[config.mk]
export PLATFORM = sky130hd
export DESIGN_NAME = ssd_ram
export DESIGN_NICKNAME = d
export VERILOG_FILES = /design/src/design/ssd_ram.sv
export SDC_FILE = /design/constraint.sdc
export NUM_CORES = 1
export LEC_CHECK = 0
export ABC_AREA = 0
export BUFFER_PORTS_ARGS = -buffer_cell sky130_fd_sc_hd__buf_2
export CAP_MARGIN = 20
export CORE_MARGIN = 2
export CORE_UTILIZATION = 52
export DETAILED_ROUTE_END_ITERATION = 8
export HOLD_SLACK_MARGIN = 0.12
export PLACE_DENSITY_LB_ADDON = 0.08
export SLEW_MARGIN = 25
export SYNTH_ARGS = -nofsm -noshare
export SYNTH_HDL_FRONTEND = slang
export SYNTH_SLANG_ARGS = --single-unit
[constraint.sdc]
create_clock -name clock -period 2.04 [get_ports clock]
set_clock_uncertainty 0.2 [all_clocks]
set_input_delay 0.408 -clock clock [delete_from_list [all_inputs] [get_ports clock]]
set_output_delay 0.408 -clock clock [all_outputs]
set_load 0.01 [all_outputs]
[src/design/ssd_ram.sv]
module ssd_ram #(
   parameter int WIDTH = 8,
   parameter int DEPTH = 2,
   localparam int ADDR_W = $clog2(DEPTH)
) (
   input  logic              clock,
   input  logic              wr_en,
   input  logic [ADDR_W-1:0] wr_addr,
   input  logic [WIDTH-1:0]  wr_data,
   input  logic [ADDR_W-1:0] rd_addr,
   output logic [WIDTH-1:0]  rd_data
);

   logic [WIDTH-1:0] mem_ff [DEPTH];
   logic [WIDTH-1:0] rd_data_ff;

   always_ff @(posedge clock) begin
      if (wr_en) begin
         mem_ff[wr_addr] <= wr_data;
      end
      rd_data_ff <= mem_ff[rd_addr];
   end

   assign rd_data = rd_data_ff;

endmodule

==> impl_metrics.py <==
metrics = {
    "grt": {
        "grt_first_pass_wirelength_mm": 1.79,
        "gr-max-usage-layer": "met2",
        "globalRoute.totalOverflow": 0,
        "met1_layer_usage_reported_by_global_route_pct": 15.4,
        "grt_max_degree": 14,
        "grt_util_all_layers_pct": 14.3,
        "first_global_vias": 428,
        "use_met2_pct": 23.6,
        "gr-usage-met3_pct": 4.68,
        "grt_antenna_before_repair": 0,
    },
    "cells_and_area": {
        "layout.filler_cells": 101,
        "area_growth_syn_to_layout_pct": 27.8,
        "nets": 79,
        "multiInputGateArea_um2": 133,
        "finish.instance_area_um2": 1000,
        "final-seq-area_um2": 641,
        "share_of_final_layout_standard_cells_stronger_than_drive_strength_1_pct": 47.0,
        "antennaDiodeCount": 0,
        "finalCoreUtilization_pct": 68.9,
    },
    "timing": {
        "clock.fmax_mhz": 732,
        "finalSetupViolCount": 0,
        "final-hold-violation-count": 0,
        "rsz_0062_raised_after_global_routing": "false",
        "max-slew-margin-rel_pct": 75.9,
        "min_period_ns": 1.37,
        "final.setup.tns_ns": 0,
        "finalMaxSlewViolations": 0,
        "max_slew.worst_pin.slew_ns": 0.362,
        "timing.final.crit_share_pct": 66.9,
    },
    "clocking": {
        "cts_hold_buffers": 8,
        "clk_pin_slew_ns": 0.12,
        "postCtsResizedCells": 0,
        "tritoncts": "built",
        "post_cts_buffers": 0,
        "tritoncts_num_sinks": 24,
        "cts_buffers": 3,
        "h_tree_levels": 1,
        "clockBufferDepth": 2,
        "cts-root-buf": "sky130_fd_sc_hd__clkbuf_4",
        "clock_latency_ns": 0.31,
    },
    "worst_setup_path": {
        "r2r_end": "rd_data[3]",
        "worstSetupPathType": "reg -> out",
        "critPathRequiredTime_ns": 1.43,
        "critical_path_buf_inv_count": 1,
        "rr_startpoint": "mem_ff[0][3]",
        "endpoint_kind": "primary output",
        "critPathLaunchType": "register",
        "worstPathCellList": "buf_2",
        "number_of_cells_on_the_worst_reg_to_reg_path": 1,
        "r2r_setup_slack_ns": 1.07,
        "crit_family": "flip-flops",
        "critical_path.max_fanout": 1,
        "timing.critical_path.slowest_stage_cell": "sky130_fd_sc_hd__dfxtp_1",
        "cp.arrival_ns": 0.76,
        "critical-path-max-stage-delay_ns": 0.33,
    },
    "power_and_ir_drop": {
        "p_per_area_nw_per_um2": 846,
        "static-leakage-power_uw": 0.000417,
        "power.ir.vdd_worst_mv": 0.565,
    },
    "hold_path": {
        "worstHoldPathCells": 2,
        "hold_path.class": "in -> reg",
        "hp-start": "wr_addr",
        "holdPathEnd": "mem_ff[0][5]",
    },
    "floorplan": {
        "placement_rows": 14,
        "dieHeight_um": 42.8,
        "die_area_um2": 1840,
        "boundaryPins": 20,
        "core-area_um2": 1450,
        "die_width_um": 42.8,
        "initial_utilization_pct": 54.0,
    },
    "synth": {
        "netlist.area_leader.share_pct": 61.2,
        "yosysMostFrequentCell": "sky130_fd_sc_hd__edfxtp_1",
        "synth_cells": 35,
        "syn_nets": 47,
        "asyncSetResetFlopFracSynth_pct": 0,
        "synth_cell_types": 6,
        "synth-seq-cells": 24,
        "synthDominantAreaCellType": "sky130_fd_sc_hd__edfxtp_1",
        "yosysWarningCount": 0,
        "synth_seq_area_share_pct": 81.7,
        "mappedNetlistArea_um2": 785,
        "synth_top_cells_by_count": "16 x sky130_fd_sc_hd__edfxtp_1, 8 x sky130_fd_sc_hd__dfxtp_1, 8 x sky130_fd_sc_hd__mux2_4",
        "post_synth.cell_area_avg_um2": 22.4,
        "yosys_most_used_dff": "sky130_fd_sc_hd__edfxtp_1",
        "synth_edf_count": 16,
        "synth_top_cells_by_area": "sky130_fd_sc_hd__edfxtp_1 61%, sky130_fd_sc_hd__dfxtp_1 20%, sky130_fd_sc_hd__mux2_4 15%",
    },
    "detailed_routing": {
        "drt_wl_total_mm": 1.02,
        "detail_route.drc_violations": 0,
        "route.detailed.vias_per_inst": 4.90,
        "detail_route.iter0.violations": 11,
        "first_pass_iters": 4,
        "antenna_left": 0,
        "num_vias": 402,
        "routed_wire_length_per_instance_um": 12.5,
    },
    "flow_run": {
        "timing.max_cap.violations": 0,
    },
    "placement": {
        "postPlaceCellArea_um2": 896,
        "post-dp-hpwl_um": 708,
        "place.gp.congestion": 0.684,
        "port_buffers": 19,
    },
    "outcome": {
        "run_status": "finished, final reports clean",
    },
}
## state kept, by name, summed over array words and instances, names as in the netlist
signal / flops
rd_data: 8
mem_ff: 16
## power by group
part	total (uW)	internal [uW]	switching, uW
logic	82.1	50.1	32.0
registers	565	557	8.61
clock network	201	71.4	129
total	848	678	170
## layout by cell type, fill, tap and decap left out
cell | netlist | routed
sky130_fd_sc_hd__and2_1 | 1 | 1
sky130_fd_sc_hd__buf_2 | 0 | 19
sky130_fd_sc_hd__buf_4 | 0 | 1
sky130_fd_sc_hd__clkbuf_4 | 0 | 3
sky130_fd_sc_hd__clkinv_1 | 0 | 1
sky130_fd_sc_hd__dfxtp_1 | 8 | 8
sky130_fd_sc_hd__dlygate4sd3_1 | 0 | 8
sky130_fd_sc_hd__edfxtp_1 | 16 | 16
sky130_fd_sc_hd__mux2_4 | 8 | 8
sky130_fd_sc_hd__nor2b_1 | 1 | 1
## stage by stage
stage	worst slack (ns)	hold WS, ns	power, uW	cells
CTS	0.661	0.236	859	82
detailed placement	0.520	0.263	648	70
global placement	0.593	0.257	645	70
floorplan	0.639	0.252	617	35
finish	0.674	0.246	848	82
global route	0.618	0.253	890	82
## layer usage
layer	wire, um	up-vias	part of all wire, %
met4	6	0	0.59
met2	544	15	53
li1	-	193	-
met5	0	-	0
met3	65	2	6.3
met1	407	192	40
## cells by family (layout without fill, tap and decap cells)
logic type	count (synthesis)	after routing	synth area share, %
buf+inv	1	32	1.44
flops	24	24	81.7
mux	8	8	15.3
simple gates	2	2	1.60
## layout make-up
class / count / share of cell area (%)
clock buffer: 3 / 2.25
sequential: 24 / 63.9
timing repair buffer: 28 / 18.2
multi-input combinational: 10 / 13.2
tap: 16 / 2.00
clock inverter: 1 / 0.375
## worst max path at each step
| stage | endpoint | cells after the start | from |
|---|---|---|---|
| global placement | mem_ff[0][6] | 3 | wr_addr |
| CTS | rd_data[6] | 1 | rd_data[6] |
| floorplan | mem_ff[0][0] | 1 | wr_en |
| finish | rd_data[6] | 1 | rd_data[6] |
| detailed placement | mem_ff[0][7] | 3 | wr_addr |
| global route | rd_data[6] | 1 | rd_data[6] |
No activity file was read; power rests on OpenSTA's default activity.
