==> config.mk <==
export PLATFORM = sky130hd
export DESIGN_NAME = ssd_ctrl_flat
export DESIGN_NICKNAME = d
export VERILOG_FILES = /design/src/design/ssd_pkg.sv /design/src/design/ssd_req_if.sv /design/src/design/ssd_rsp_if.sv /design/src/design/ssd_ctrl.sv /design/src/flat_wrapper.sv
export SDC_FILE = /design/constraint.sdc
export NUM_CORES = 1
export LEC_CHECK = 0
export BUFFER_PORTS_ARGS = -buffer_cell sky130_fd_sc_hd__buf_2
export CAP_MARGIN = 20
export CORE_MARGIN = 3
export CORE_UTILIZATION = 24
export DETAILED_ROUTE_END_ITERATION = 7
export PLACE_DENSITY_LB_ADDON = 0.15
export SETUP_SLACK_MARGIN = 0.05
export SLEW_MARGIN = 10
export SYNTH_ARGS = -nofsm -noshare
export SYNTH_HDL_FRONTEND = slang
export SYNTH_SLANG_ARGS = --single-unit
==> constraint.sdc <==
create_clock -name clock -period 7 [get_ports clock]
set_input_delay 1.05 -clock clock [delete_from_list [all_inputs] [get_ports clock]]
set_output_delay 1.05 -clock clock [all_outputs]
set_load 0.05 [all_outputs]
==> src/design/ssd_pkg.sv <==
package ssd_pkg;

   localparam int TABLE_ENTRIES_DEF = 256;

   localparam int ADDR_W     = 32;
   localparam int COUNT_W    = 16;
   localparam int RATIO_W    = 8;
   localparam int ENTRY_W    = ADDR_W + 2 * COUNT_W;
   localparam int CSR_INDEX_W = 1;
   localparam int CSR_DATA_W = 16;

   localparam logic [COUNT_W-1:0] REQ_FLOOR_RST    = 16'd5;
   localparam logic [RATIO_W-1:0] RATIO_MULT_RST   = 8'd3;
   localparam logic [COUNT_W-1:0] COUNT_MAX        = 16'hFFFF;

   localparam logic [CSR_INDEX_W-1:0] CSR_REQ_FLOOR  = 1'b0;
   localparam logic [CSR_INDEX_W-1:0] CSR_RATIO_MULT = 1'b1;

   localparam logic REQ_OBSERVE = 1'b0;
   localparam logic REQ_READ    = 1'b1;

   localparam logic [1:0] STATUS_OK    = 2'd0;
   localparam logic [1:0] STATUS_FULL  = 2'd1;
   localparam logic [1:0] STATUS_EMPTY = 2'd2;

   typedef enum logic [2:0] {
      ST_CLEAR,
      ST_IDLE,
      ST_PROBE,
      ST_ENTRY,
      ST_READ,
      ST_JUDGE,
      ST_RESP
   } ssd_state_type;

   typedef struct packed {
      logic [COUNT_W-1:0] req_floor;
      logic [RATIO_W-1:0] ratio_mult;
   } ssd_cfg_type;

   function automatic logic scanner_rule(input logic [COUNT_W-1:0] requests,
                                         input logic [COUNT_W-1:0] responses,
                                         input ssd_cfg_type cfg);
      logic [COUNT_W+RATIO_W-1:0] product;
      product = (COUNT_W+RATIO_W)'(cfg.ratio_mult) * (COUNT_W+RATIO_W)'(responses);
      return (requests != '0) && (requests >= cfg.req_floor) &&
             (product < (COUNT_W+RATIO_W)'(requests));
   endfunction

endpackage

==> src/design/ssd_req_if.sv <==
interface ssd_req_if;
   logic        valid;
   logic        ready;
   logic        req_type;
   logic        syn_flag;
   logic        ack_flag;
   logic [31:0] src_addr;
   logic [31:0] dst_addr;
   logic [7:0]  entry_index;

   modport source (output valid, output req_type, output syn_flag, output ack_flag,
                   output src_addr, output dst_addr, output entry_index, input ready);
   modport sink (input valid, input req_type, input syn_flag, input ack_flag,
                 input src_addr, input dst_addr, input entry_index, output ready);
endinterface

==> src/design/ssd_rsp_if.sv <==
interface ssd_rsp_if;
   logic        valid;
   logic        ready;
   logic [1:0]  status;
   logic [31:0] host_addr;
   logic [15:0] request_count;
   logic [15:0] response_count;
   logic        is_scanner;

   modport source (output valid, output status, output host_addr, output request_count,
                   output response_count, output is_scanner, input ready);
   modport sink (input valid, input status, input host_addr, input request_count,
                 input response_count, input is_scanner, output ready);
endinterface

==> src/design/ssd_ctrl.sv <==
module ssd_ctrl #(
   parameter int TABLE_ENTRIES = ssd_pkg::TABLE_ENTRIES_DEF,
   localparam int IDX_W = $clog2(TABLE_ENTRIES),
   localparam int HASH_W = IDX_W + 1,
   localparam int SLOT_W = 1 + ssd_pkg::ADDR_W + IDX_W
) (
   input  logic                        clock,
   input  logic                        reset,
   input  ssd_pkg::ssd_cfg_type        cfg,
   ssd_req_if.sink                     req_ch,
   ssd_rsp_if.source                   rsp_ch,
   output logic                        hash_wr_en,
   output logic [HASH_W-1:0]           hash_wr_addr,
   output logic [SLOT_W-1:0]           hash_wr_data,
   output logic [HASH_W-1:0]           hash_rd_addr,
   input  logic [SLOT_W-1:0]           hash_rd_data,
   output logic                        entry_wr_en,
   output logic [IDX_W-1:0]            entry_wr_addr,
   output logic [ssd_pkg::ENTRY_W-1:0] entry_wr_data,
   output logic [IDX_W-1:0]            entry_rd_addr,
   input  logic [ssd_pkg::ENTRY_W-1:0] entry_rd_data
);

   import ssd_pkg::*;

   localparam int FILL_W = IDX_W + 1;

   function automatic logic [HASH_W-1:0] hash_of(input logic [ADDR_W-1:0] a);
      logic [HASH_W-1:0] h;
      h = '0;
      for (int i = 0; i < ADDR_W; i++) begin
         h[i % HASH_W] = h[i % HASH_W] ^ a[i];
      end
      return h;
   endfunction

   ssd_state_type      state_ff, state_in;
   logic [HASH_W-1:0]  clear_ff, clear_in;
   logic [FILL_W-1:0]  fill_ff, fill_in;
   logic [HASH_W-1:0]  probe_ff, probe_in;
   logic [ADDR_W-1:0]  key_ff, key_in;
   logic               ack_ff, ack_in;
   logic [IDX_W-1:0]   idx_ff, idx_in;
   logic [1:0]         status_ff, status_in;
   logic [ADDR_W-1:0]  host_ff, host_in;
   logic [COUNT_W-1:0] rq_ff, rq_in;
   logic [COUNT_W-1:0] rs_ff, rs_in;
   logic               flag_ff, flag_in;

   logic               slot_used;
   logic [ADDR_W-1:0]  slot_addr;
   logic [IDX_W-1:0]   slot_index;
   logic               slot_hit;
   logic               table_full;
   logic               read_hit;
   logic [COUNT_W-1:0] cur_rq, cur_rs, inc_rq, inc_rs;
   logic [ADDR_W-1:0]  obs_addr;

   assign slot_used  = hash_rd_data[SLOT_W-1];
   assign slot_addr  = hash_rd_data[IDX_W +: ADDR_W];
   assign slot_index = hash_rd_data[IDX_W-1:0];
   assign slot_hit   = slot_used && (slot_addr == key_ff);
   assign table_full = (fill_ff == FILL_W'(TABLE_ENTRIES));
   assign read_hit   = 32'(req_ch.entry_index) < 32'(fill_ff);
   assign obs_addr   = req_ch.ack_flag ? req_ch.dst_addr : req_ch.src_addr;

   assign cur_rq = entry_rd_data[COUNT_W +: COUNT_W];
   assign cur_rs = entry_rd_data[COUNT_W-1:0];
   assign inc_rq = (!ack_ff && cur_rq != COUNT_MAX) ? cur_rq + 16'd1 : cur_rq;
   assign inc_rs = (ack_ff && cur_rs != COUNT_MAX) ? cur_rs + 16'd1 : cur_rs;

   always_comb begin
      state_in = state_ff;
      unique case (state_ff)
         ST_CLEAR: begin
            if (clear_ff == '1) begin
               state_in = ST_IDLE;
            end
         end
         ST_IDLE: begin
            if (req_ch.valid) begin
               if (req_ch.req_type == REQ_READ) begin
                  state_in = read_hit ? ST_READ : ST_RESP;
               end else if (req_ch.syn_flag) begin
                  state_in = ST_PROBE;
               end else begin
                  state_in = ST_RESP;
               end
            end
         end
         ST_PROBE: begin
            if (!slot_used) begin
               state_in = table_full ? ST_RESP : ST_JUDGE;
            end else if (slot_hit) begin
               state_in = ST_ENTRY;
            end
         end
         ST_ENTRY: state_in = ST_JUDGE;
         ST_READ:  state_in = ST_JUDGE;
         ST_JUDGE: state_in = ST_RESP;
         ST_RESP: begin
            if (rsp_ch.ready) begin
               state_in = ST_IDLE;
            end
         end
         default:  state_in = ST_IDLE;
      endcase
   end

   always_comb begin
      req_ch.ready  = (state_ff == ST_IDLE);
      rsp_ch.valid  = (state_ff == ST_RESP);
      hash_wr_en    = 1'b0;
      hash_wr_addr  = probe_ff;
      hash_wr_data  = {1'b1, key_ff, fill_ff[IDX_W-1:0]};
      hash_rd_addr  = probe_in;
      entry_wr_en   = 1'b0;
      entry_wr_addr = idx_ff;
      entry_wr_data = {key_ff, inc_rq, inc_rs};
      entry_rd_addr = slot_index;
      unique case (state_ff)
         ST_CLEAR: begin
            hash_wr_en   = 1'b1;
            hash_wr_addr = clear_ff;
            hash_wr_data = '0;
         end
         ST_IDLE: begin
            entry_rd_addr = IDX_W'(req_ch.entry_index);
         end
         ST_PROBE: begin
            if (!slot_used && !table_full) begin
               hash_wr_en    = 1'b1;
               entry_wr_en   = 1'b1;
               entry_wr_addr = fill_ff[IDX_W-1:0];
               entry_wr_data = {key_ff, ack_ff ? 16'd0 : 16'd1, ack_ff ? 16'd1 : 16'd0};
            end
         end
         ST_ENTRY: begin
            entry_wr_en = 1'b1;
         end
         ST_READ, ST_JUDGE, ST_RESP: begin
         end
         default: begin
         end
      endcase
   end

   always_comb begin
      clear_in  = clear_ff;
      fill_in   = fill_ff;
      probe_in  = probe_ff;
      key_in    = key_ff;
      ack_in    = ack_ff;
      idx_in    = idx_ff;
      status_in = status_ff;
      host_in   = host_ff;
      rq_in     = rq_ff;
      rs_in     = rs_ff;
      flag_in   = flag_ff;
      case (state_ff)
         ST_CLEAR: begin
            clear_in = clear_ff + 1'b1;
         end
         ST_IDLE: begin
            if (req_ch.valid) begin
               status_in = STATUS_OK;
               host_in   = '0;
               rq_in     = '0;
               rs_in     = '0;
               flag_in   = 1'b0;
               key_in    = obs_addr;
               ack_in    = req_ch.ack_flag;
               probe_in  = hash_of(obs_addr);
               if (req_ch.req_type == REQ_READ && !read_hit) begin
                  status_in = STATUS_EMPTY;
               end
            end
         end
         ST_PROBE: begin
            if (!slot_used) begin
               host_in = key_ff;
               if (table_full) begin
                  status_in = STATUS_FULL;
               end else begin
                  fill_in = fill_ff + 1'b1;
                  rq_in   = ack_ff ? 16'd0 : 16'd1;
                  rs_in   = ack_ff ? 16'd1 : 16'd0;
               end
            end else if (slot_hit) begin
               idx_in = slot_index;
            end else begin
               probe_in = probe_ff + 1'b1;
            end
         end
         ST_ENTRY: begin
            host_in = key_ff;
            rq_in   = inc_rq;
            rs_in   = inc_rs;
         end
         ST_READ: begin
            host_in = entry_rd_data[ENTRY_W-1 -: ADDR_W];
            rq_in   = cur_rq;
            rs_in   = cur_rs;
         end
         ST_JUDGE: begin
            flag_in = scanner_rule(rq_ff, rs_ff, cfg);
         end
         default: begin
         end
      endcase
   end

   always_ff @(posedge clock) begin
      if (reset) begin
         state_ff <= ST_CLEAR;
         clear_ff <= '0;
         fill_ff  <= '0;
      end else begin
         state_ff <= state_in;
         clear_ff <= clear_in;
         fill_ff  <= fill_in;
      end
      probe_ff  <= probe_in;
      key_ff    <= key_in;
      ack_ff    <= ack_in;
      idx_ff    <= idx_in;
      status_ff <= status_in;
      host_ff   <= host_in;
      rq_ff     <= rq_in;
      rs_ff     <= rs_in;
      flag_ff   <= flag_in;
   end

   assign rsp_ch.status         = status_ff;
   assign rsp_ch.host_addr      = host_ff;
   assign rsp_ch.request_count  = rq_ff;
   assign rsp_ch.response_count = rs_ff;
   assign rsp_ch.is_scanner     = flag_ff;

endmodule

==> src/flat_wrapper.sv <==
// flat-port wrapper written by rule: the top's interface ports become plain ports
module ssd_ctrl_flat import ssd_pkg::*;
#(
   parameter int TABLE_ENTRIES = ssd_pkg::TABLE_ENTRIES_DEF,
   localparam int IDX_W = $clog2(TABLE_ENTRIES),
   localparam int HASH_W = IDX_W + 1,
   localparam int SLOT_W = 1 + ssd_pkg::ADDR_W + IDX_W
)
  (clock, reset, cfg, hash_wr_en, hash_wr_addr, hash_wr_data, hash_rd_addr, hash_rd_data, entry_wr_en, entry_wr_addr, entry_wr_data, entry_rd_addr, entry_rd_data, req_ch_valid, req_ch_req_type, req_ch_syn_flag, req_ch_ack_flag, req_ch_src_addr, req_ch_dst_addr, req_ch_entry_index, req_ch_ready, rsp_ch_valid, rsp_ch_status, rsp_ch_host_addr, rsp_ch_request_count, rsp_ch_response_count, rsp_ch_is_scanner, rsp_ch_ready);
  ssd_req_if req_ch_i ();
  ssd_rsp_if rsp_ch_i ();
  input  logic clock;
  input  logic reset;
  input  ssd_pkg::ssd_cfg_type cfg;
  output logic hash_wr_en;
  output logic [HASH_W-1:0] hash_wr_addr;
  output logic [SLOT_W-1:0] hash_wr_data;
  output logic [HASH_W-1:0] hash_rd_addr;
  input  logic [SLOT_W-1:0] hash_rd_data;
  output logic entry_wr_en;
  output logic [IDX_W-1:0] entry_wr_addr;
  output logic [ssd_pkg::ENTRY_W-1:0] entry_wr_data;
  output logic [IDX_W-1:0] entry_rd_addr;
  input  logic [ssd_pkg::ENTRY_W-1:0] entry_rd_data;
  input wire logic [$bits(req_ch_i.valid)-1:0] req_ch_valid;
  input wire logic [$bits(req_ch_i.req_type)-1:0] req_ch_req_type;
  input wire logic [$bits(req_ch_i.syn_flag)-1:0] req_ch_syn_flag;
  input wire logic [$bits(req_ch_i.ack_flag)-1:0] req_ch_ack_flag;
  input wire logic [$bits(req_ch_i.src_addr)-1:0] req_ch_src_addr;
  input wire logic [$bits(req_ch_i.dst_addr)-1:0] req_ch_dst_addr;
  input wire logic [$bits(req_ch_i.entry_index)-1:0] req_ch_entry_index;
  output wire logic [$bits(req_ch_i.ready)-1:0] req_ch_ready;
  output wire logic [$bits(rsp_ch_i.valid)-1:0] rsp_ch_valid;
  output wire logic [$bits(rsp_ch_i.status)-1:0] rsp_ch_status;
  output wire logic [$bits(rsp_ch_i.host_addr)-1:0] rsp_ch_host_addr;
  output wire logic [$bits(rsp_ch_i.request_count)-1:0] rsp_ch_request_count;
  output wire logic [$bits(rsp_ch_i.response_count)-1:0] rsp_ch_response_count;
  output wire logic [$bits(rsp_ch_i.is_scanner)-1:0] rsp_ch_is_scanner;
  input wire logic [$bits(rsp_ch_i.ready)-1:0] rsp_ch_ready;
  assign req_ch_i.valid = req_ch_valid;
  assign req_ch_i.req_type = req_ch_req_type;
  assign req_ch_i.syn_flag = req_ch_syn_flag;
  assign req_ch_i.ack_flag = req_ch_ack_flag;
  assign req_ch_i.src_addr = req_ch_src_addr;
  assign req_ch_i.dst_addr = req_ch_dst_addr;
  assign req_ch_i.entry_index = req_ch_entry_index;
  assign req_ch_ready = req_ch_i.ready;
  assign rsp_ch_valid = rsp_ch_i.valid;
  assign rsp_ch_status = rsp_ch_i.status;
  assign rsp_ch_host_addr = rsp_ch_i.host_addr;
  assign rsp_ch_request_count = rsp_ch_i.request_count;
  assign rsp_ch_response_count = rsp_ch_i.response_count;
  assign rsp_ch_is_scanner = rsp_ch_i.is_scanner;
  assign rsp_ch_i.ready = rsp_ch_ready;
  ssd_ctrl #(.TABLE_ENTRIES(TABLE_ENTRIES)) u_core (.clock(clock), .reset(reset), .cfg(cfg), .req_ch(req_ch_i), .rsp_ch(rsp_ch_i), .hash_wr_en(hash_wr_en), .hash_wr_addr(hash_wr_addr), .hash_wr_data(hash_wr_data), .hash_rd_addr(hash_rd_addr), .hash_rd_data(hash_rd_data), .entry_wr_en(entry_wr_en), .entry_wr_addr(entry_wr_addr), .entry_wr_data(entry_wr_data), .entry_rd_addr(entry_rd_addr), .entry_rd_data(entry_rd_data));
endmodule
==> impl_metrics.py, run 1 <==
metrics = {
    "outcome": {
        "status": "completed",
    },
    "detailed_routing": {
        "ant_nets": 0,
        "drt_wl_total_mm": 52.95,
        "drtIter0Drc": 736,
        "vias_per_cell": 4.733,
        "drc": 0,
        "wl_per_cell_um": 20.76,
        "vias": 12070,
        "dr.pass1.iters": 5,
    },
    "yosys": {
        "yosysWarnings": 0,
        "synth_seq_cells": 138,
        "async_flop_share_pct": 0,
        "syn_area_um2": 13090,
        "yosysMostFrequentCell": "inv_1",
        "synth_edf_count": 108,
        "ys_types": 61,
        "ys.flop_type": "edfxtp_1",
        "netlist_top_cells_count": "151 x inv_1, 148 x and2_1, 123 x nand2_1, 108 x edfxtp_1, 102 x nor2_1",
        "synth_top_area_cell": "edfxtp_1",
        "syn-num-nets": 1793,
        "yosysTopAreaCellShare_pct": 24.78,
        "syn_inst": 1412,
        "yosysSeqAreaShare_pct": 29.37,
        "synth_area_leaders": "edfxtp_1 25%, fa_1 13%, ha_1 8.5%, and2_1 7.1%, dfxtp_1 4.6%",
        "syn_avg_cell_area_um2": 9.267,
    },
    "final_layout": {
        "fillers": 5647,
        "area_growth_pct": 29.79,
        "multi_input_area_um2": 8521,
        "nets": 2228,
        "seqCellArea_um2": 3844,
        "drive_above_1_share_pct": 30.38,
        "fin_util_pct": 31.87,
    },
    "clocking": {
        "clkSinkCount": 138,
        "cts_hold_buf": 0,
        "cts_max_level": 4,
        "clk_pin_slew_worst_paths_ns": 0.07,
        "cts_root_buf": "clkbuf_16",
        "clock_path_buffers": 2,
        "cts_buffers": 17,
        "clk_latency_ns": 0.45,
        "cts_tree": "done",
    },
    "worst_setup_path": {
        "crit_required_ns": 7.28,
        "arrival_ns": 6.95,
        "critical_path_peak_fanout": 6,
        "reg2reg_depth": 21,
        "path_buf_inv": 3,
        "crit_top_cell": "fa_1",
        "path_cells": "buf_2, and2_1, fa_1, fa_1, fa_1, inv_1, fa_1, inv_1, ha_4, and3_1, and3_1, a211o_1, or3_1, a21oi_1, nor2_1, ha_1, nor2b_1, o21ai_1, o2111ai_1, or4_4, or4_1, nor4_2",
        "slowest_stage": "fa_1",
        "start_kind": "input pin",
        "critical_path_class": "in2reg",
        "cp_num_cells": 22,
        "cpLargestDelayFamily": "adder cells",
        "worstSetupEndpointType": "register",
        "critPathMaxStageDelay_ns": 0.55,
    },
    "sta": {
        "post-route-period-util_pct": 95.36,
        "hold_viol_final": 0,
        "layout_setup_ws_ns": 0.3246,
        "final_max_slew_viol_count": 0,
        "skew_ns": 0.01638,
        "whs_ns": 0.4985,
        "fmax_mhz": 149.8,
        "slew_headroom_pct": 33.36,
        "fin_tns_setup_ns": 0,
        "rsz0062_at_grt": "no",
        "setup_violations": 0,
        "post-route-min-period_ns": 6.675,
        "worst_pin_slew_ns": 0.9996,
    },
    "global_routing": {
        "grt_pass1_wl_mm": 78.17,
        "grt_pass1_vias": 12230,
        "overflow": 0,
        "antenna_found_initial": 5,
        "grtUsageTotal_pct": 18.36,
        "grt_max_degree": 65,
    },
    "die": {
        "io_pins": 418,
        "die_w_um": 239.5,
        "die_area_um2": 57360,
        "start_util_pct": 24.56,
        "die_y_um": 239.5,
        "coreArea_um2": 53290,
        "rows": 84,
    },
    "placed_design": {
        "port_buffers": 417,
        "gp_congestion": 0.8603,
        "dp_hpwl_mm": 42.71,
        "place_worst_setup_slack_ns": -0.3335,
    },
    "hold_path": {
        "hp-class": "reg2reg",
        "hold_depth": 2,
    },
    "job": {
        "drv_cap": 0,
    },
}
## path summary, 6_finish.rpt
path | endpoint | slack, ns | from
min reg2reg | u_core.clear_ff[8] | 0.50 | u_core.clear_ff[8]
max reg2reg | u_core.rsp_ch.is_scanner | 0.39 | u_core.rsp_ch.response_count[7]
min | u_core.clear_ff[8] | 0.50 | u_core.clear_ff[8]
max | u_core.rsp_ch.is_scanner | 0.32 | cfg[4]
## per-layer routing
metal  part of all wire [%]  vias to the layer above  global-route usage [%]
li1                       -                     5704                       -
met1                     45                     5902                   24.97
met2                     46                      416                   29.10
met3                    7.4                       44                   5.170
met4                    1.4                        4                   4.013
met5                  0.076                        -                       0
## per-stage QoR
stage          instances  instance area, um^2
3_5_place_dp        2512                16280
5_1_grt             2550                16980
4_1_cts             2544                16910
6_report            2550                16980
3_3_place_gp        2512                16280
2_1_floorplan       1412                13120
## layout by cell type (no fill, tap or decap), types with 5 or more instances in the layout
| cell type | n |
|---|---|
| a21o_1 | 13 |
| a21oi_1 | 52 |
| a22o_1 | 34 |
| a31oi_1 | 8 |
| and2_1 | 147 |
| and3_1 | 17 |
| and4_1 | 8 |
| buf_2 | 417 |
| buf_4 | 58 |
| clkbuf_16 | 17 |
| dfxtp_1 | 30 |
| edfxtp_1 | 108 |
| fa_1 | 84 |
| ha_1 | 86 |
| inv_1 | 151 |
| mux2_2 | 40 |
| mux2i_1 | 5 |
| nand2_1 | 122 |
| nand3_1 | 20 |
| nand4_1 | 23 |
| nor2_1 | 101 |
| nor3_1 | 14 |
| nor4_1 | 15 |
| o21ai_0 | 46 |
| o21ai_1 | 34 |
| o21bai_1 | 6 |
| o31ai_1 | 12 |
| or3_1 | 7 |
| xnor2_1 | 34 |
| xor2_1 | 60 |
| xor3_1 | 5 |
## area by class of cell
cell class | count | area share, %
diodes | 2 | 0.02947
clock buffers | 18 | 2.527
repair buffers | 476 | 15.02
multi-input cells | 1060 | 50.17
well taps | 688 | 5.069
clock inverters | 14 | 1.149
inverters | 154 | 3.404
flip-flops and latches | 138 | 22.63
## worst register-to-register path: stages (launching register included)
cell	delay, ns
edfxtp_1	0.58
and2_1	0.27
fa_1	0.50
fa_1	0.54
fa_1	0.55
inv_1	0.05
fa_1	0.53
inv_1	0.06
ha_4	0.25
and3_1	0.19
and3_1	0.18
a211o_1	0.35
or3_1	0.32
a21oi_1	0.13
nor2_1	0.07
ha_1	0.28
nor2b_1	0.13
o21ai_1	0.12
o2111ai_1	0.13
or4_4	0.53
or4_1	0.55
nor4_2	0.15
## kinds of logic after synthesis
| logic type | share of synthesized area [%] |
|---|---|
| mux | 3.825 |
| buf+inv | 6.158 |
| simple gates | 19.20 |
| xor+xnor | 7.889 |
| compound gates | 12.19 |
| fa+ha+maj | 21.36 |
| flops | 29.37 |
## state kept, by name, summed over array words and instances, names as in the netlist, 8 cells and up
name,cells
u_core.rsp_ch.request_count,16
u_core.probe_ff,9
u_core.clear_ff,9
u_core.idx_ff,8
u_core.rsp_ch.response_count,16
u_core.rsp_ch.host_addr,32
u_core.fill_ff,9
u_core.key_ff,32
## repair_timing
action | in CTS | in global routing
resized for setup | 0 | 5
setup endpoints to repair | 0 | 1
buffers inserted | 0 | 3
Power of run 1 is left out: the tool's default activity adds up to more than one toggle a clock period on the data nets, which glitch-free logic cannot reach.
==> inputs of run 2 (changes only) <==
Settings changed: CORE_MARGIN 3 to default, GPL_TIMING_DRIVEN from default to 0.
==> impl_metrics.py, run 2 (same netlist as run 1, synthesis figures left out) <==
metrics = {
    "final_layout": {
        "drive_above_1_share_pct": 28.36,
        "fin_area_um2": 16900,
        "area_growth_pct": 29.15,
        "final_common_cell": "buf_2",
        "nets": 2237,
        "final_cell_mix": "410 x buf_2, 151 x inv_1, 145 x and2_1, 123 x nand2_1, 108 x edfxtp_1",
    },
    "worst_setup_path": {
        "path_cells": "buf_4, clkbuf_8, and2_4, fa_2, fa_1, fa_1, inv_1, fa_1, inv_1, ha_4, and3_1, and3_1, a211o_1, or3_4, a21oi_2, nor2_2, ha_1, nor2b_1, o21ai_2, o2111ai_2, or4_4, or4_4, nor4_4",
        "crit_top_cell": "fa_1",
        "start_kind": "input pin",
        "worstSetupEndpointType": "register",
        "critical_path_peak_fanout": 8,
        "slowest_stage": "or4_4",
        "path_buf_inv": 4,
        "crit_required_ns": 7.25,
        "critical_path_class": "in2reg",
        "arrival_ns": 7.12,
        "critPathMaxStageDelay_ns": 0.59,
        "cpLargestDelayFamily": "adder cells",
    },
    "die": {
        "die_y_um": 235.5,
        "die_area_um2": 55460,
        "rows": 85,
        "coreArea_um2": 53810,
        "die_w_um": 235.5,
        "io_pins": 418,
        "start_util_pct": 24.32,
    },
    "detailed_routing": {
        "top_layer": "met5",
        "vias_per_cell": 4.756,
        "ant_nets": 0,
        "wl_met3_mm": 3.202,
        "dr_wl_met2_mm": 24.18,
        "drc": 0,
        "wl_per_cell_um": 20.64,
        "dr.pass1.iters": 5,
        "drt_wl_total_mm": 52.97,
        "drtIter0Drc": 771,
        "met1_length_mm": 24.75,
        "vias": 12210,
    },
    "sta": {
        "post-route-min-period_ns": 6.869,
        "post-route-period-util_pct": 98.13,
        "slew_headroom_pct": 34.56,
        "skew_ns": 0.01447,
        "fmax_mhz": 145.6,
        "hold_viol_final": 0,
        "setup_violations": 0,
        "final_max_slew_viol_count": 0,
        "layout_setup_ws_ns": 0.1307,
        "rsz0062_at_grt": "yes",
        "worst_pin_slew_ns": 0.9780,
    },
    "global_routing": {
        "grtUsageTotal_pct": 18.70,
        "grt_max_degree": 40,
        "antenna_found_initial": 8,
        "grt_pass1_vias": 11980,
        "overflow": 0,
        "grt_pass1_wl_mm": 77.15,
    },
    "clocking": {
        "clock_path_buffers": 2,
        "cts_hold_buf": 0,
        "clkSinkCount": 138,
        "cts_root_buf": "clkbuf_16",
        "clk_latency_ns": 0.43,
        "cts_max_level": 4,
        "cts_tree": "done",
        "clk_pin_slew_worst_paths_ns": 0.06,
        "cts_buffers": 17,
    },
    "placed_design": {
        "gp_congestion": 0.8930,
        "post_dp_cell_area_um2": 16090,
        "port_buffers": 412,
        "place_worst_setup_slack_ns": -1.248,
        "dp_hpwl_mm": 43.24,
    },
    "job": {
        "drv_cap": 0,
    },
    "outcome": {
        "status": "completed",
    },
    "hold_path": {
        "hp-class": "reg2reg",
    },
}
[run 2: final cells by class]
class	instances	area [um^2]
Inverter	154	578.1
Clock inverter	14	111.4
Buffer	60	299.0
Clock buffer	18	429.2
Multi-Input combinational cell	1060	8568
Timing Repair Buffer	425	2193
Tap cell	696	870.8
Sequential cell	138	3844
Fill cell	5773	36920
Antenna cell	2	5.005
[run 2: what timing repair did]
action	in CTS	in global routing
endpoints found under the setup margin	1	1
pin swaps	24	3
setup buffers	9	3
gates resized for setup	35	7
[run 2: worst reg2reg max path: stages, from the launching register on]
cell and delay [ns]:
edfxtp_1 0.58, and2_1 0.27, fa_1 0.50, fa_1 0.51, fa_1 0.50, inv_1 0.06
fa_1 0.53, inv_1 0.06, ha_4 0.22, buf_4 0.13, a21oi_1 0.11, o21ai_0 0.10
a211o_1 0.34, or3_4 0.39, a21oi_2 0.15, nor2_2 0.06, ha_1 0.31, nor2b_1 0.15
o21ai_2 0.15, o2111ai_2 0.16, or4_4 0.59, or4_4 0.46, nor4_4 0.16
[run 2: per-stage QoR]
step                      instances  util, %  TNS (ns)  hold slack [ns]
final                          2567    31.40         0           0.4895
after global routing           2567    31.40  -0.05352           0.5078
after CTS                      2562    31.29         0           0.4867
after detailed placement       2521    29.89    -1.248           0.4794
after global placement         2520    29.83    -1.373           0.4703
after floorplan                1412        -         0           0.4533
[run 2: path summary, 6_finish.rpt]
kind	startpoint	endpoint	slack (ns)	cells past startpoint
max	cfg[2]	u_core.rsp_ch.is_scanner	0.13	23
min	u_core.clear_ff[8]	u_core.clear_ff[8]	0.49	2
max reg2reg	u_core.rsp_ch.response_count[4]	u_core.rsp_ch.is_scanner	0.32	22
min reg2reg	u_core.clear_ff[8]	u_core.clear_ff[8]	0.49	2
[run 2: routing by layer]
layer | track usage (%) | up-vias
met2 | 29.55 | 436
li1 | - | 5729
met5 | 0 | -
met4 | 4.040 | 6
met1 | 26.22 | 5981
met3 | 3.752 | 57
Power of run 2 is left out for the same reason.
==> inputs of run 3 (changes only) <==
Settings changed: ABC_CLOCK_PERIOD_IN_PS from default to 7000, RECOVER_POWER from default to 25.
==> impl_metrics.py, run 3 (same netlist as run 1, synthesis figures left out) <==
metrics = {
    "outcome": {
        "status": "completed",
    },
    "detailed_routing": {
        "drc": 0,
        "dr.pass1.iters": 5,
        "ant_nets": 0,
        "drtIter0Drc": 707,
        "drt_wl_total_mm": 52.98,
        "vias": 12240,
        "wl_per_cell_um": 20.63,
        "vias_per_cell": 4.768,
    },
    "final_layout": {
        "area_growth_pct": 28.52,
        "fin_area_um2": 16820,
        "nets": 2237,
        "drive_above_1_share_pct": 23.33,
        "final_common_cell": "buf_2",
        "fin_cells": 2568,
        "final_cell_mix": "347 x buf_2, 152 x inv_1, 145 x and2_1, 123 x nand2_1, 113 x clkbuf_1",
        "fin_util_pct": 31.25,
    },
    "sta": {
        "slew_headroom_pct": 15.69,
        "rsz0062_at_grt": "yes",
        "hold_viol_final": 0,
        "whs_ns": 0.4914,
        "post-route-period-util_pct": 98.16,
        "final_max_slew_viol_count": 0,
        "setup_violations": 0,
        "skew_ns": 0.01509,
        "post-route-min-period_ns": 6.871,
        "fmax_mhz": 145.5,
        "worst_pin_slew_ns": 1.255,
    },
    "global_routing": {
        "overflow": 0,
        "grt_pass1_vias": 11980,
        "grt_pass1_wl_mm": 77.15,
        "grt_max_degree": 40,
        "grtUsageTotal_pct": 18.70,
        "antenna_found_initial": 8,
    },
    "clocking": {
        "cts_max_level": 4,
        "clkSinkCount": 138,
        "cts_root_buf": "clkbuf_16",
        "cts_hold_buf": 0,
        "cts_tree": "done",
        "cts_buffers": 17,
        "clock_path_buffers": 2,
        "clk_pin_slew_worst_paths_ns": 0.06,
        "clk_latency_ns": 0.43,
    },
    "worst_setup_path": {
        "arrival_ns": 7.12,
        "slowest_stage": "or4_4",
        "cpLargestDelayFamily": "adder cells",
        "rrSetupSlack_ns": 0.32,
        "critPathMaxStageDelay_ns": 0.59,
        "worstSetupEndpointType": "register",
        "critical_path_class": "in2reg",
        "critical_path_peak_fanout": 8,
        "crit_top_cell": "fa_1",
        "path_buf_inv": 4,
        "crit_required_ns": 7.25,
        "start_kind": "input pin",
        "path_cells": "buf_4, clkbuf_8, and2_4, fa_2, fa_1, fa_1, inv_1, fa_1, inv_1, ha_4, and3_1, and3_1, a211o_1, or3_4, a21oi_2, nor2_2, ha_1, nor2b_1, o21ai_2, o2111ai_2, or4_4, or4_4, nor4_4",
    },
    "die": {
        "io_pins": 418,
        "coreArea_um2": 53810,
        "die_y_um": 235.5,
        "die_w_um": 235.5,
        "die_area_um2": 55460,
        "start_util_pct": 24.32,
        "rows": 85,
    },
    "hold_path": {
        "hp-class": "reg2reg",
    },
    "placed_design": {
        "port_buffers": 412,
        "dp_hpwl_mm": 43.24,
        "post_dp_cell_area_um2": 16090,
        "gp_congestion": 0.8930,
        "dp.cells": 2521,
    },
    "job": {
        "drv_cap": 0,
    },
}
==> run 3: cell count changes in the layout (fill, tap and decap cells not counted), sizes merged <==
cell    previous run  this run
buf              434       367
diode              2         3
clkbuf            69       136
==> run 3: repair_timing <==
action,4_1_cts,5_1_grt
setup endpoints to repair,1,1
buffers inserted,9,3
cloned,0,0
endpoints found under the hold margin,0,0
pin swaps,24,3
gates resized for setup,35,7
==> run 3: worst reg2reg max path, delay by kind of cell (launching register included) <==
family	cells	cell delay, ns
adder cells (fa/ha/maj)	6	2.57
AND/OR/NAND/NOR	7	2.08
AO/OA/AOI/OAI	6	1.01
flip-flops	1	0.58
buffers and inverters	3	0.25
==> run 3: area by class of cell <==
cell class	count	area [um^2]
flip-flops and latches	138	3844
repair buffers	425	2115
plain buffers	60	299.0
fillers	5814	37000
clock buffers	18	429.2
inverters	154	578.1
diodes	3	7.507
well taps	696	870.8
multi-input cells	1060	8563
clock inverters	14	111.4
==> run 3: layer usage <==
layer  wire, um  track usage, %
met1      24790           26.22
met2      24220           29.55
met3       3186           3.752
met4        740           4.040
met5         36               0
==> run 3: path summary, 6_finish.rpt <==
kind,startpoint,to,cells after the start
min reg2reg,u_core.clear_ff[8],u_core.clear_ff[8],2
min,u_core.clear_ff[8],u_core.clear_ff[8],2
max reg2reg,u_core.rsp_ch.response_count[4],u_core.rsp_ch.is_scanner,22
max,cfg[2],u_core.rsp_ch.is_scanner,23
==> run 3: metrics by stage <==
step	worst slack (ns)	TNS [ns]
after floorplan	0.07530	0
after global placement	-1.373	-1.373
after detailed placement	-1.248	-1.248
after CTS	0.05360	0
after global routing	-0.05353	-0.05353
final	0.1291	0
Power of run 3 is left out for the same reason.
